<file path="src/design/lfpd_pkg.sv">
// Shared types and constants for the line-follow PID motor drive.
// No dependencies; every other file of the block imports this package.
`default_nettype none

package lfpd_pkg;

  // Fixed-point scaling of the gains and the duty ceiling.
  localparam int GAIN_FRAC_BITS = 16;
  localparam int DUTY_MAX       = 255;

  // Field widths.
  localparam int POS_W   = 12;
  localparam int SPEED_W = 8;
  localparam int GAIN_W  = 24;
  localparam int DUTY_W  = 8;
  localparam int CORR_W  = 16;

  // Datapath widths.
  localparam int ERR_W    = POS_W + 1;
  localparam int ACC_W    = 16;
  localparam int DIFF_W   = ERR_W + 1;
  localparam int PROD_P_W = GAIN_W + ERR_W;
  localparam int PROD_I_W = GAIN_W + ACC_W;
  localparam int PROD_D_W = GAIN_W + DIFF_W;
  localparam int SUM_W    = PROD_I_W + 2;
  localparam int MOTOR_W  = CORR_W + 1;

  // Configuration port.
  localparam int ADDR_W = 5;
  localparam int DATA_W = 32;

  typedef enum logic [2:0] {
    REG_CENTER   = 3'd0,
    REG_BASE     = 3'd1,
    REG_GAIN_P   = 3'd2,
    REG_GAIN_I   = 3'd3,
    REG_GAIN_D   = 3'd4,
    REG_REVERSE  = 3'd5
  } reg_idx_t;

  localparam logic [POS_W-1:0]   CENTER_RST = POS_W'(1500);
  localparam logic [SPEED_W-1:0] BASE_RST   = SPEED_W'(85);
  localparam logic [GAIN_W-1:0]  GAIN_P_RST = GAIN_W'(5571);
  localparam logic [GAIN_W-1:0]  GAIN_I_RST = GAIN_W'(131);
  localparam logic [GAIN_W-1:0]  GAIN_D_RST = GAIN_W'(197);

  // Per-stage pipeline control: load the stage, and whether the item
  // offered from the stage before it is real.
  typedef struct packed {
    logic load;
    logic valid;
  } stage_ctl_t;

  // Configuration register file contents.
  typedef struct packed {
    logic [POS_W-1:0]   center_position;
    logic [SPEED_W-1:0] base_speed;
    logic [GAIN_W-1:0]  gain_p;
    logic [GAIN_W-1:0]  gain_i;
    logic [GAIN_W-1:0]  gain_d;
    logic               reverse_mode;
  } cfg_t;

endpackage

`default_nettype wire

</file>
<file path="src/design/lfpd_apb_regs.sv">
// APB configuration registers for the line-follow PID motor drive.
// Depends on lfpd_pkg for the register map and the reset values.
`default_nettype none

module lfpd_apb_regs
  import lfpd_pkg::*;
(
  input  wire logic              clk,
  input  wire logic              rst,
  input  wire logic              psel,
  input  wire logic              penable,
  input  wire logic              pwrite,
  input  wire logic [ADDR_W-1:0] paddr,
  input  wire logic [DATA_W-1:0] pwdata,
  output logic      [DATA_W-1:0] prdata,
  output logic                   pready,
  output cfg_t                   cfg
);

  reg_idx_t idx;
  logic     wr;

  assign pready = 1'b1;
  assign idx    = reg_idx_t'(paddr[ADDR_W-1:2]);
  assign wr     = psel && penable && pwrite && pready;

  always_ff @(posedge clk) begin
    if (rst) begin
      cfg.center_position <= CENTER_RST;
      cfg.base_speed      <= BASE_RST;
      cfg.gain_p          <= GAIN_P_RST;
      cfg.gain_i          <= GAIN_I_RST;
      cfg.gain_d          <= GAIN_D_RST;
      cfg.reverse_mode    <= 1'b0;
    end else if (wr) begin
      unique case (idx)
        REG_CENTER:  cfg.center_position <= pwdata[POS_W-1:0];
        REG_BASE:    cfg.base_speed      <= pwdata[SPEED_W-1:0];
        REG_GAIN_P:  cfg.gain_p          <= pwdata[GAIN_W-1:0];
        REG_GAIN_I:  cfg.gain_i          <= pwdata[GAIN_W-1:0];
        REG_GAIN_D:  cfg.gain_d          <= pwdata[GAIN_W-1:0];
        REG_REVERSE: cfg.reverse_mode    <= pwdata[0];
        default: ;
      endcase
    end
  end

  always_comb begin
    unique case (idx)
      REG_CENTER:  prdata = DATA_W'(cfg.center_position);
      REG_BASE:    prdata = DATA_W'(cfg.base_speed);
      REG_GAIN_P:  prdata = DATA_W'(cfg.gain_p);
      REG_GAIN_I:  prdata = DATA_W'(cfg.gain_i);
      REG_GAIN_D:  prdata = DATA_W'(cfg.gain_d);
      REG_REVERSE: prdata = DATA_W'(cfg.reverse_mode);
      default:     prdata = '0;
    endcase
  end

endmodule

`default_nettype wire

</file>
<file path="src/design/lfpd_err_stage.sv">
// Error, integral and derivative-difference stage; owns the controller state.
// Depends on lfpd_pkg for widths and the stage control type.
`default_nettype none

module lfpd_err_stage
  import lfpd_pkg::*;
(
  input  wire logic                     clk,
  input  wire logic                     rst,
  input  wire stage_ctl_t               ctl,
  input  wire logic                     cmd,
  input  wire logic [POS_W-1:0]         line_position,
  input  wire logic [POS_W-1:0]         center_position,
  output logic signed [ERR_W-1:0]       err_q,
  output logic signed [ACC_W-1:0]       acc_q,
  output logic signed [DIFF_W-1:0]      diff_q
);

  logic signed [ACC_W-1:0]  integral_sum;
  logic signed [ERR_W-1:0]  previous_error;

  logic signed [ERR_W-1:0]  err;
  logic signed [ACC_W:0]    acc_raw;
  logic signed [ACC_W-1:0]  acc_sat;
  logic signed [ACC_W-1:0]  acc_next;
  logic signed [DIFF_W-1:0] diff;
  logic                     opposite;

  always_comb begin
    err     = $signed({1'b0, center_position}) - $signed({1'b0, line_position});
    acc_raw = (ACC_W+1)'(err) + (ACC_W+1)'(integral_sum);
    // saturate to int16
    if (acc_raw[ACC_W] != acc_raw[ACC_W-1]) begin
      acc_sat = acc_raw[ACC_W] ? {1'b1, {(ACC_W-1){1'b0}}} : {1'b0, {(ACC_W-1){1'b1}}};
    end else begin
      acc_sat = acc_raw[ACC_W-1:0];
    end
    // drop the integral when it fights the error
    opposite = (err[ERR_W-1] && !acc_sat[ACC_W-1] && (acc_sat != '0))
            || (!err[ERR_W-1] && (err != '0) && acc_sat[ACC_W-1]);
    acc_next = opposite ? '0 : acc_sat;
    diff     = DIFF_W'(err) - DIFF_W'(previous_error);
  end

  always_ff @(posedge clk) begin
    if (rst) begin
      integral_sum   <= '0;
      previous_error <= '0;
    end else if (ctl.load && ctl.valid) begin
      if (cmd) begin
        integral_sum   <= '0;
        previous_error <= '0;
      end else begin
        integral_sum   <= acc_next;
        previous_error <= err;
      end
    end
  end

  always_ff @(posedge clk) begin
    if (ctl.load) begin
      err_q  <= err;
      acc_q  <= acc_next;
      diff_q <= diff;
    end
  end

endmodule

`default_nettype wire

</file>
<file path="src/design/lfpd_mult_stage.sv">
// Gain products and their sum, two register stages.
// Depends on lfpd_pkg for widths.
`default_nettype none

module lfpd_mult_stage
  import lfpd_pkg::*;
(
  input  wire logic                 clk,
  input  wire logic                 load_prod,
  input  wire logic                 load_sum,
  input  wire logic signed [ERR_W-1:0]  err,
  input  wire logic signed [ACC_W-1:0]  acc,
  input  wire logic signed [DIFF_W-1:0] diff,
  input  wire logic [GAIN_W-1:0]    gain_p,
  input  wire logic [GAIN_W-1:0]    gain_i,
  input  wire logic [GAIN_W-1:0]    gain_d,
  output logic signed [SUM_W-1:0]   sum_q
);

  logic signed [PROD_P_W-1:0] prod_p;
  logic signed [PROD_I_W-1:0] prod_i;
  logic signed [PROD_D_W-1:0] prod_d;
  logic signed [PROD_P_W-1:0] prod_p_next;
  logic signed [PROD_I_W-1:0] prod_i_next;
  logic signed [PROD_D_W-1:0] prod_d_next;
  logic signed [SUM_W-1:0]    sum_next;

  always_comb begin
    prod_p_next = PROD_P_W'($signed({1'b0, gain_p})) * PROD_P_W'(err);
    prod_i_next = PROD_I_W'($signed({1'b0, gain_i})) * PROD_I_W'(acc);
    prod_d_next = PROD_D_W'($signed({1'b0, gain_d})) * PROD_D_W'(diff);
    sum_next    = SUM_W'(prod_p) + SUM_W'(prod_i) + SUM_W'(prod_d);
  end

  always_ff @(posedge clk) begin
    if (load_prod) begin
      prod_p <= prod_p_next;
      prod_i <= prod_i_next;
      prod_d <= prod_d_next;
    end
    if (load_sum) begin
      sum_q <= sum_next;
    end
  end

endmodule

`default_nettype wire

</file>
<file path="src/design/lfpd_drive_stage.sv">
// Scale and saturate the correction, split both motor speeds; result register.
// Depends on lfpd_pkg for widths, GAIN_FRAC_BITS and DUTY_MAX.
`default_nettype none

module lfpd_drive_stage
  import lfpd_pkg::*;
(
  input  wire logic                    clk,
  input  wire logic                    load,
  input  wire logic signed [SUM_W-1:0] sum,
  input  wire logic [SPEED_W-1:0]      base_speed,
  input  wire logic                    reverse_mode,
  output logic                         motor_a_forward,
  output logic [DUTY_W-1:0]            motor_a_duty,
  output logic                         motor_b_forward,
  output logic [DUTY_W-1:0]            motor_b_duty,
  output logic signed [CORR_W-1:0]     correction
);

  localparam int SHIFT_W = SUM_W - GAIN_FRAC_BITS;

  logic [SUM_W-1:0]          mag;
  logic [SHIFT_W-1:0]        scaled;
  logic signed [CORR_W-1:0]  corr;
  logic signed [MOTOR_W-1:0] speed_a;
  logic signed [MOTOR_W-1:0] speed_b;
  logic [MOTOR_W-1:0]        mag_a;
  logic [MOTOR_W-1:0]        mag_b;
  logic [MOTOR_W-1:0]        sat_a;
  logic [MOTOR_W-1:0]        sat_b;

  always_comb begin
    // truncate toward zero: scale the magnitude, then restore the sign
    mag    = sum[SUM_W-1] ? SUM_W'(-sum) : SUM_W'(sum);
    scaled = mag[SUM_W-1:GAIN_FRAC_BITS];
    if (!sum[SUM_W-1]) begin
      corr = (scaled > SHIFT_W'(32767)) ? {1'b0, {(CORR_W-1){1'b1}}}
                                        : $signed(scaled[CORR_W-1:0]);
    end else begin
      corr = (scaled > SHIFT_W'(32768)) ? {1'b1, {(CORR_W-1){1'b0}}}
                                        : -$signed(scaled[CORR_W-1:0]);
    end

    speed_a = $signed(MOTOR_W'(base_speed)) - MOTOR_W'(corr);
    speed_b = $signed(MOTOR_W'(base_speed)) + MOTOR_W'(corr);
    mag_a   = speed_a[MOTOR_W-1] ? MOTOR_W'(-speed_a) : MOTOR_W'(speed_a);
    mag_b   = speed_b[MOTOR_W-1] ? MOTOR_W'(-speed_b) : MOTOR_W'(speed_b);
    sat_a   = (mag_a > MOTOR_W'(DUTY_MAX)) ? MOTOR_W'(DUTY_MAX) : mag_a;
    sat_b   = (mag_b > MOTOR_W'(DUTY_MAX)) ? MOTOR_W'(DUTY_MAX) : mag_b;
  end

  always_ff @(posedge clk) begin
    if (load) begin
      motor_a_forward <= !speed_a[MOTOR_W-1] ^ reverse_mode;
      motor_a_duty    <= sat_a[DUTY_W-1:0];
      motor_b_forward <= !speed_b[MOTOR_W-1] ^ reverse_mode;
      motor_b_duty    <= sat_b[DUTY_W-1:0];
      correction      <= corr;
    end
  end

endmodule

`default_nettype wire

</file>
<file path="src/design/line_follow_pid_motor_drive_top.sv">
// Top level of the line-follow PID motor drive: handshake, pipeline control.
// Depends on lfpd_pkg and the lfpd_apb_regs, err, mult and drive stages.
//
// Usage:
//  - Input channel (in_valid / in_stall) carries one item: cmd and
//    line_position. cmd 0 is a position sample and yields one result item;
//    cmd 1 clears the integral and the last error and yields nothing.
//  - Output channel (out_valid / out_stall) carries motor A and B direction
//    and duty plus the signed correction.
//  - From input acceptance to out_valid an item passes the input register,
//    error/integral stage, gain products, product sum and result register.
//  - One item per cycle while out_stall is low. The integral and last error
//    update in the single error stage, so back-to-back samples see fresh state.
//  - When out_stall is high the result register holds; earlier stages keep
//    filling bubbles, and in_stall rises only once every stage is occupied.
//  - Reset (rst, synchronous) empties the pipeline, zeroes the integral and
//    last error and loads the register defaults.
//  - Configuration goes through the APB port, registers at 4*index; change
//    it only while no item is in flight.
`default_nettype none

module line_follow_pid_motor_drive_top
  import lfpd_pkg::*;
(
  input  wire logic              clk,
  input  wire logic              rst,
  input  wire logic              in_valid,
  output logic                   in_stall,
  input  wire logic              cmd,
  input  wire logic [POS_W-1:0]  line_position,
  output logic                   out_valid,
  input  wire logic              out_stall,
  output logic                   motor_a_forward,
  output logic [DUTY_W-1:0]      motor_a_duty,
  output logic                   motor_b_forward,
  output logic [DUTY_W-1:0]      motor_b_duty,
  output logic signed [CORR_W-1:0] correction,
  input  wire logic              psel,
  input  wire logic              penable,
  input  wire logic              pwrite,
  input  wire logic [ADDR_W-1:0] paddr,
  input  wire logic [DATA_W-1:0] pwdata,
  output logic [DATA_W-1:0]      prdata,
  output logic                   pready
);

  cfg_t cfg;

  // stage valids: input register, error stage, products, sum, result
  logic v0, v1, v2, v3, v4;
  logic free0, free1, free2, free3, free4;

  logic             cmd_q;
  logic [POS_W-1:0] pos_q;

  logic signed [ERR_W-1:0]  err;
  logic signed [ACC_W-1:0]  acc;
  logic signed [DIFF_W-1:0] diff;
  logic signed [SUM_W-1:0]  sum;

  stage_ctl_t err_ctl;

  // A stage may load when it is empty or its item moves on this cycle.
  always_comb begin
    free4 = !v4 || !out_stall;
    free3 = !v3 || free4;
    free2 = !v2 || free3;
    free1 = !v1 || free2;
    free0 = !v0 || free1;
  end

  assign in_stall      = !free0;
  assign out_valid     = v4;
  assign err_ctl.load  = free1;
  assign err_ctl.valid = v0;

  always_ff @(posedge clk) begin
    if (rst) begin
      v0 <= 1'b0;
      v1 <= 1'b0;
      v2 <= 1'b0;
      v3 <= 1'b0;
      v4 <= 1'b0;
    end else begin
      if (free0) v0 <= in_valid;
      // drop clear commands once they have reset the state
      if (free1) v1 <= v0 && !cmd_q;
      if (free2) v2 <= v1;
      if (free3) v3 <= v2;
      if (free4) v4 <= v3;
    end
  end

  // Input register.
  always_ff @(posedge clk) begin
    if (free0) begin
      cmd_q <= cmd;
      pos_q <= line_position;
    end
  end

  lfpd_apb_regs u_regs (
    .clk     (clk),
    .rst     (rst),
    .psel    (psel),
    .penable (penable),
    .pwrite  (pwrite),
    .paddr   (paddr),
    .pwdata  (pwdata),
    .prdata  (prdata),
    .pready  (pready),
    .cfg     (cfg)
  );

  lfpd_err_stage u_err (
    .clk             (clk),
    .rst             (rst),
    .ctl             (err_ctl),
    .cmd             (cmd_q),
    .line_position   (pos_q),
    .center_position (cfg.center_position),
    .err_q           (err),
    .acc_q           (acc),
    .diff_q          (diff)
  );

  lfpd_mult_stage u_mult (
    .clk       (clk),
    .load_prod (free2),
    .load_sum  (free3),
    .err       (err),
    .acc       (acc),
    .diff      (diff),
    .gain_p    (cfg.gain_p),
    .gain_i    (cfg.gain_i),
    .gain_d    (cfg.gain_d),
    .sum_q     (sum)
  );

  lfpd_drive_stage u_drive (
    .clk             (clk),
    .load            (free4),
    .sum             (sum),
    .base_speed      (cfg.base_speed),
    .reverse_mode    (cfg.reverse_mode),
    .motor_a_forward (motor_a_forward),
    .motor_a_duty    (motor_a_duty),
    .motor_b_forward (motor_b_forward),
    .motor_b_duty    (motor_b_duty),
    .correction      (correction)
  );

endmodule

`default_nettype wire

</file>
<file path="config.mk">
export PLATFORM = sky130hd
export DESIGN_NAME = line_follow_pid_motor_drive_top
export DESIGN_NICKNAME = d
export VERILOG_FILES = /design/src/design/lfpd_pkg.sv /design/src/design/lfpd_apb_regs.sv /design/src/design/lfpd_err_stage.sv /design/src/design/lfpd_mult_stage.sv /design/src/design/lfpd_drive_stage.sv /design/src/design/line_follow_pid_motor_drive_top.sv
export SDC_FILE = /design/constraint.sdc
export NUM_CORES = 2
export LEC_CHECK = 0
export BUFFER_PORTS_ARGS = -buffer_cell sky130_fd_sc_hd__buf_2
export CELL_PAD_IN_SITES_DETAIL_PLACEMENT = 1
export CELL_PAD_IN_SITES_GLOBAL_PLACEMENT = 1
export CORE_MARGIN = 2
export CORE_UTILIZATION = 40
export DETAILED_ROUTE_END_ITERATION = 10
export HOLD_SLACK_MARGIN = 0.02
export PLACE_DENSITY = 0.74
export SYNTH_ARGS = -nofsm -noshare
export SYNTH_HDL_FRONTEND = slang
export SYNTH_HIERARCHICAL = 1
export SYNTH_SLANG_ARGS = --single-unit
</file>
<file path="constraint.sdc">
create_clock -name clk -period 9.1 [get_ports clk]
set_clock_uncertainty 0.15 [all_clocks]
set_input_delay 0.455 -clock clk [delete_from_list [all_inputs] [get_ports clk]]
set_output_delay 0.455 -clock clk [all_outputs]
set_load 0.01 [all_outputs]
</file>
==> results.md <==
Outcome:
- The flow ran to the end, and the final reports show no timing, DRC or antenna violations.

Logic synthesis:
- The arithmetic-cell share of the synthesized area counting full adders, half adders and majority gates is 41.3%.
- The portion of the post-synthesis area used by sequential elements is between 10% and 20%.
- The library cell with the highest instance count after synthesis is sky130_fd_sc_hd__inv_1.
- Ranked by instance count, the synthesized netlist is headed by sky130_fd_sc_hd__inv_1 (1052), sky130_fd_sc_hd__fa_1 (856), sky130_fd_sc_hd__nand2_1 (662).
- After synthesis the cells add up to 56000 um^2.
- The dominant combinational cell family by area after synthesis is adder cells.
- The number of warnings issued by yosys is 6.
- The portion of synthesized cell area occupied by the leading cell type is 30.6%.
- The number of synthesized flops with an enable pin is 247.
- By area the synthesized netlist is led by sky130_fd_sc_hd__fa_1 (31%), sky130_fd_sc_hd__edfxtp_1 (13%), sky130_fd_sc_hd__ha_1 (11%).
- The count of state elements after synthesis is 374.
- The count of mapped cells out of synthesis is ~6000.
- The share of synthesized flip-flops with an asynchronous set or reset is 0%.
- The mean cell area of the mapped netlist is 9.30 um^2.
- The biggest area contributor in the post-synthesis netlist is sky130_fd_sc_hd__fa_1.
- Of the post-synthesis cell area, the part taken by muxes is under 10%.
- After synthesis, the netlist uses around 120 different library cells.
- The area fraction in and, or, nand and nor cells after synthesis is 16.4%.
- The synthesized netlist devotes 3.19% of its cell area to XOR and XNOR gates.
- For this run, the leading register cell type out of synthesis is sky130_fd_sc_hd__edfxtp_1.
- The post-synthesis compound-gate area fraction is 10.0%.

Critical path:
- The buffer and inverter count on the worst path is 5.
- Data arrives at the worst endpoint at 8490 ps.
- The sort of element at the end of the critical path is a flop.
- STA puts the critical path data required time at just over 9000 ps.
- The worst register-to-register path ends at u_drive/motor_a_duty[5].
- The worst setup path is of the reg2reg kind.
- For flop-to-flop paths, the worst setup slack is 800 ps.
- The delay of the slowest cell on the worst path is a little under 700 ps.
- Among the stages of the critical path, the cell type that occurs most often is sky130_fd_sc_hd__buf_4.
- The critical-path maximum fanout is 17.
- Counting cells, the worst reg-to-reg path comes to 32.
- The cell family contributing the most delay on the critical path is compound AO/OA/AOI/OAI gates.
- The startpoint identified for the worst register-to-register timing path is u_mult/sum_q[7].
- The critical-path cell with the highest stage delay is sky130_fd_sc_hd__nor4_1.
- STA classifies the critical path startpoint as a flop.

Pwr:
- Of the total power, the share spent switching nets is a little over half.
- The share of total power dissipated in sequential elements is 16.6%.
- The share of total power dissipated in the clock network is 8.8%.
- The worst-case IR drop observed on VDD is 530 uV.
- Internal power comes to 10.7 mW.
- Power comes to approximately 23 mW.
- In this run the static leakage power is 27.7 nW.
- The switching power summed over all nets is 12.5 mW.
- The logic gate share of total power is 74.5%.
- Power spread over the standard cell area amounts to 384 nW/um^2.

Die:
- In this run the core area contains 137 standard-cell rows.
- 126 I/O pins were placed.
- The region available for standard cell placement spans 139000 um^2.
- The effective utilization at floorplan is 40.2%.
- The die covers 143000 um^2.
- Measured along the y axis, the die boundary spans 378 um.
- The horizontal die dimension is 378 um.

Clocking:
- Counting along the longest clock path gives a buffer depth of 3.
- The clock reaches the later pin of the worst-skew pair after 660 ps.
- The cell chosen for the clock root is sky130_fd_sc_hd__clkbuf_16.
- Once the clock tree was built, the resizer swapped 0 gates to a different size.
- After clock tree synthesis, the setup repair step added 0 buffers.
- After clock tree synthesis, the clock-pin slew on the worst setup and hold paths is about 60 ps.
- The H-tree generated during clock tree synthesis spans 2 levels.
- The number of sinks on the clock net is 374.
- TritonCTS built the clock tree.
- In this run, CTS created clock tree buffers numbering 47.

Placement:
- Buffers placed on the I/O ports in this run total 106.
- The number of placed cells counting well taps is 7805.
- OpenSTA, run right after detailed placement, puts the worst setup slack at 751 ps.
- The final estimated routing congestion in global placement is 0.917.
- The detailed-placement wirelength estimate is 146000 um.

Timing:
- The transition time at the pin with the least slew margin is 1240 ps.
- Setup repair after global routing left no endpoint under its margin.
- Setup total negative slack on the finished layout was measured at 0 ps.
- The final count of hold timing violations is 0.
- The final critical-path setup slack is 801 ps.
- The worst pin sits at a relative slew slack of 17.5%.
- The number of setup violations in the final report is 0.
- The count of pins over their slew limit is 0.
- The worst path uses 91.2% of the clock period.
- The minimum clock period after layout is a little over 8000 ps.
- Based on the critical path, the design can be clocked at up to 120 MHz.

Detailed routing:
- The final route contains approximately 43000 vias.
- The highest signal layer in the routed design is met5.
- The DRC violations left is 0.
- Wire segments on met3 add up to 11000 um in the final route.
- The remaining antenna violation count after routing is 0.
- After detailed routing, the number of vias per cell comes to 5.45.
- The iteration count of the initial detailed-routing pass is 5.
- The total wirelength of the detailed-routed design is roughly 180000 um.
- The first-iteration detailed-routing DRC count is 2772.
- The total length of routed met2 wires is between 80000 and 90000 um.
- Dividing the detail-routed wire length by the instance count gives 22.9 um.
- In the final routing, the length of wire on met1 measures 76900 um.

Finish:
- The area overhead of the layout relative to synthesis is 7.69%.
- The finished layout holds 7927 standard cells, fillers aside.
- The layout has 16000 filler cells.
- The count of nets after finishing is 7390.
- The fraction of final layout cells with drive strength greater than 1 is approximately 6%.
- The post-route core utilization is 43.3%.

Min path:
- The tightest min-delay check is of the in2reg type.
- The number of cells on the worst hold path is 3.
- The launch instance of the worst min-delay path is pwdata[4].
- The worst hold path terminates at u_regs/cfg[5].

Global route:
- The number of global-route vias before repair came to 47900.
- The pin count of the biggest net entering global routing is 83.
- The global-route wire length before repair is 282000 um.
- The overall track demand over capacity in global routing is 25.8%.
- Global routing finished with a remaining overflow of 0.
- The initial antenna violation count came to 23.

Flow run:
- The tool flagged a number of max-cap violations equal to 0.
[repair_timing]
item                                    4_1_cts  5_1_grt
endpoints found under the setup margin        0        0
hold buffers                                 27        0
endpoints found under the hold margin        38        0
[flip-flops by register name, indices dropped and copies added, names as in the netlist, 8 cells and up]
signal and cells:
u_mult/prod_d 38, u_mult/prod_p 37, u_err/err_q 13, u_err/previous_error 13, u_mult/sum_q 42, u_drive/correction 16
u_err/integral_sum 16, u_drive/motor_a_duty 8, u_err/acc_q 16, u_drive/motor_b_duty 8, u_err/diff_q 14, u_mult/prod_i 40
pos_q 12, u_regs/cfg 93
[worst max-delay path by stage]
stage | to | slack, ps | startpoint | depth (start not counted)
finish | u_drive/motor_a_duty[5] | 800 | u_mult/sum_q[7] | 32
global route | u_drive/motor_a_duty[5] | 90 | u_mult/sum_q[10] | 31
CTS | u_drive/motor_a_duty[5] | 800 | u_mult/sum_q[5] | 33
detailed placement | u_drive/motor_a_duty[5] | 750 | u_mult/sum_q[13] | 33
global placement | u_drive/motor_b_duty[2] | 1050 | u_mult/sum_q[7] | 33
floorplan | u_drive/motor_a_duty[0] | 1630 | u_mult/sum_q[41] | 31
[stage by stage]
stage / hold WS, ps / area (um^2)
after floorplan: 270 / 56000
after global placement: 284 / 58300
after detailed placement: 303 / 58300
after CTS: 32.9 / 60300
after global routing: 56.4 / 60300
final: 68.6 / 60300
[cells in the final DEF (no fill, tap or decap), types with 14 or more instances in the layout]
| cell type | instances |
|---|---|
| sky130_fd_sc_hd__nand2_1 | 660 |
| sky130_fd_sc_hd__edfxtp_1 | 247 |
| sky130_fd_sc_hd__nor2_1 | 251 |
| sky130_fd_sc_hd__dfxtp_1 | 127 |
| sky130_fd_sc_hd__dlygate4sd3_1 | 27 |
| sky130_fd_sc_hd__nor4_1 | 26 |
| sky130_fd_sc_hd__and3_1 | 27 |
| sky130_fd_sc_hd__o21bai_1 | 23 |
| sky130_fd_sc_hd__nand3_1 | 62 |
| sky130_fd_sc_hd__ha_1 | 472 |
| sky130_fd_sc_hd__o21ai_1 | 25 |
| sky130_fd_sc_hd__a211oi_1 | 19 |
| sky130_fd_sc_hd__a22oi_1 | 14 |
| sky130_fd_sc_hd__or2_2 | 19 |
| sky130_fd_sc_hd__nand2b_1 | 123 |
| sky130_fd_sc_hd__fa_1 | 856 |
| sky130_fd_sc_hd__o31ai_2 | 14 |
| sky130_fd_sc_hd__clkbuf_16 | 50 |
| sky130_fd_sc_hd__o211ai_1 | 19 |
| sky130_fd_sc_hd__xor2_1 | 67 |
| sky130_fd_sc_hd__or3_1 | 22 |
| sky130_fd_sc_hd__o31ai_1 | 23 |
| sky130_fd_sc_hd__o21ai_0 | 160 |
| sky130_fd_sc_hd__a21o_1 | 86 |
| sky130_fd_sc_hd__o21a_1 | 38 |
| sky130_fd_sc_hd__a31oi_1 | 33 |
| sky130_fd_sc_hd__nand4_1 | 38 |
| sky130_fd_sc_hd__buf_2 | 105 |
| sky130_fd_sc_hd__nor2b_1 | 58 |
| sky130_fd_sc_hd__a21oi_1 | 193 |
| sky130_fd_sc_hd__inv_1 | 1052 |
| sky130_fd_sc_hd__buf_4 | 83 |
| sky130_fd_sc_hd__mux2i_1 | 108 |
| sky130_fd_sc_hd__o2bb2ai_1 | 21 |
| sky130_fd_sc_hd__nor3_1 | 53 |
| sky130_fd_sc_hd__xnor2_1 | 137 |
| sky130_fd_sc_hd__and2_1 | 436 |
[layer usage]
metal | global-route usage, % | up-vias
li1 | - | 19200
met1 | 33.2 | 22500
met2 | 43.4 | 1216
met3 | 4.04 | 314
met4 | 10.1 | 14
met5 | 0 | -
[power groups by stage]
stage          sequential [mW]  combinational, mW  clock [mW]
2_1_floorplan             3.31               12.0           0
3_3_place_gp              3.85               16.5           0
3_5_place_dp              3.87               17.0           0
4_1_cts                   3.85               17.1        2.08
5_1_grt                   3.91               19.0        2.14
6_report                  3.85               17.3        2.04
[kinds of logic (layout without fill, tap and decap cells)]
family,Yosys count,after routing
muxes,113,113
buffers and inverters,1340,1360
other,2,16
and+or+nand+nor,1829,1829
AOI/OAI and AO/OA,818,818
xor gates and xnor gates,204,204
adders and majority gates,1337,1337
DFF,374,374
[cell type report]
| type | instances | area [um^2] | area share [%] |
|---|---|---|---|
| Clock buffer | 57 | 1300 | 2.15 |
| Multi-Input combinational cell | 4310 | 40900 | 67.8 |
| Clock inverter | 31 | 393 | 0.652 |
| Inverter | 1057 | 3970 | 6.59 |
| Sequential cell | 374 | 9960 | 16.5 |
| Timing Repair Buffer | 215 | 1420 | 2.35 |
| Tap cell | 1876 | 2350 | 3.89 |
| Antenna cell | 7 | 17.5 | 0.0291 |
[tightest hold or removal path, delay by kind of cell]
kind	cells	cell delay (ps)
buffers and inverters	1	140
AND/OR/NAND/NOR	1	140
AO/OA/AOI/OAI	1	80
Power figures use the tool's default switching activity.
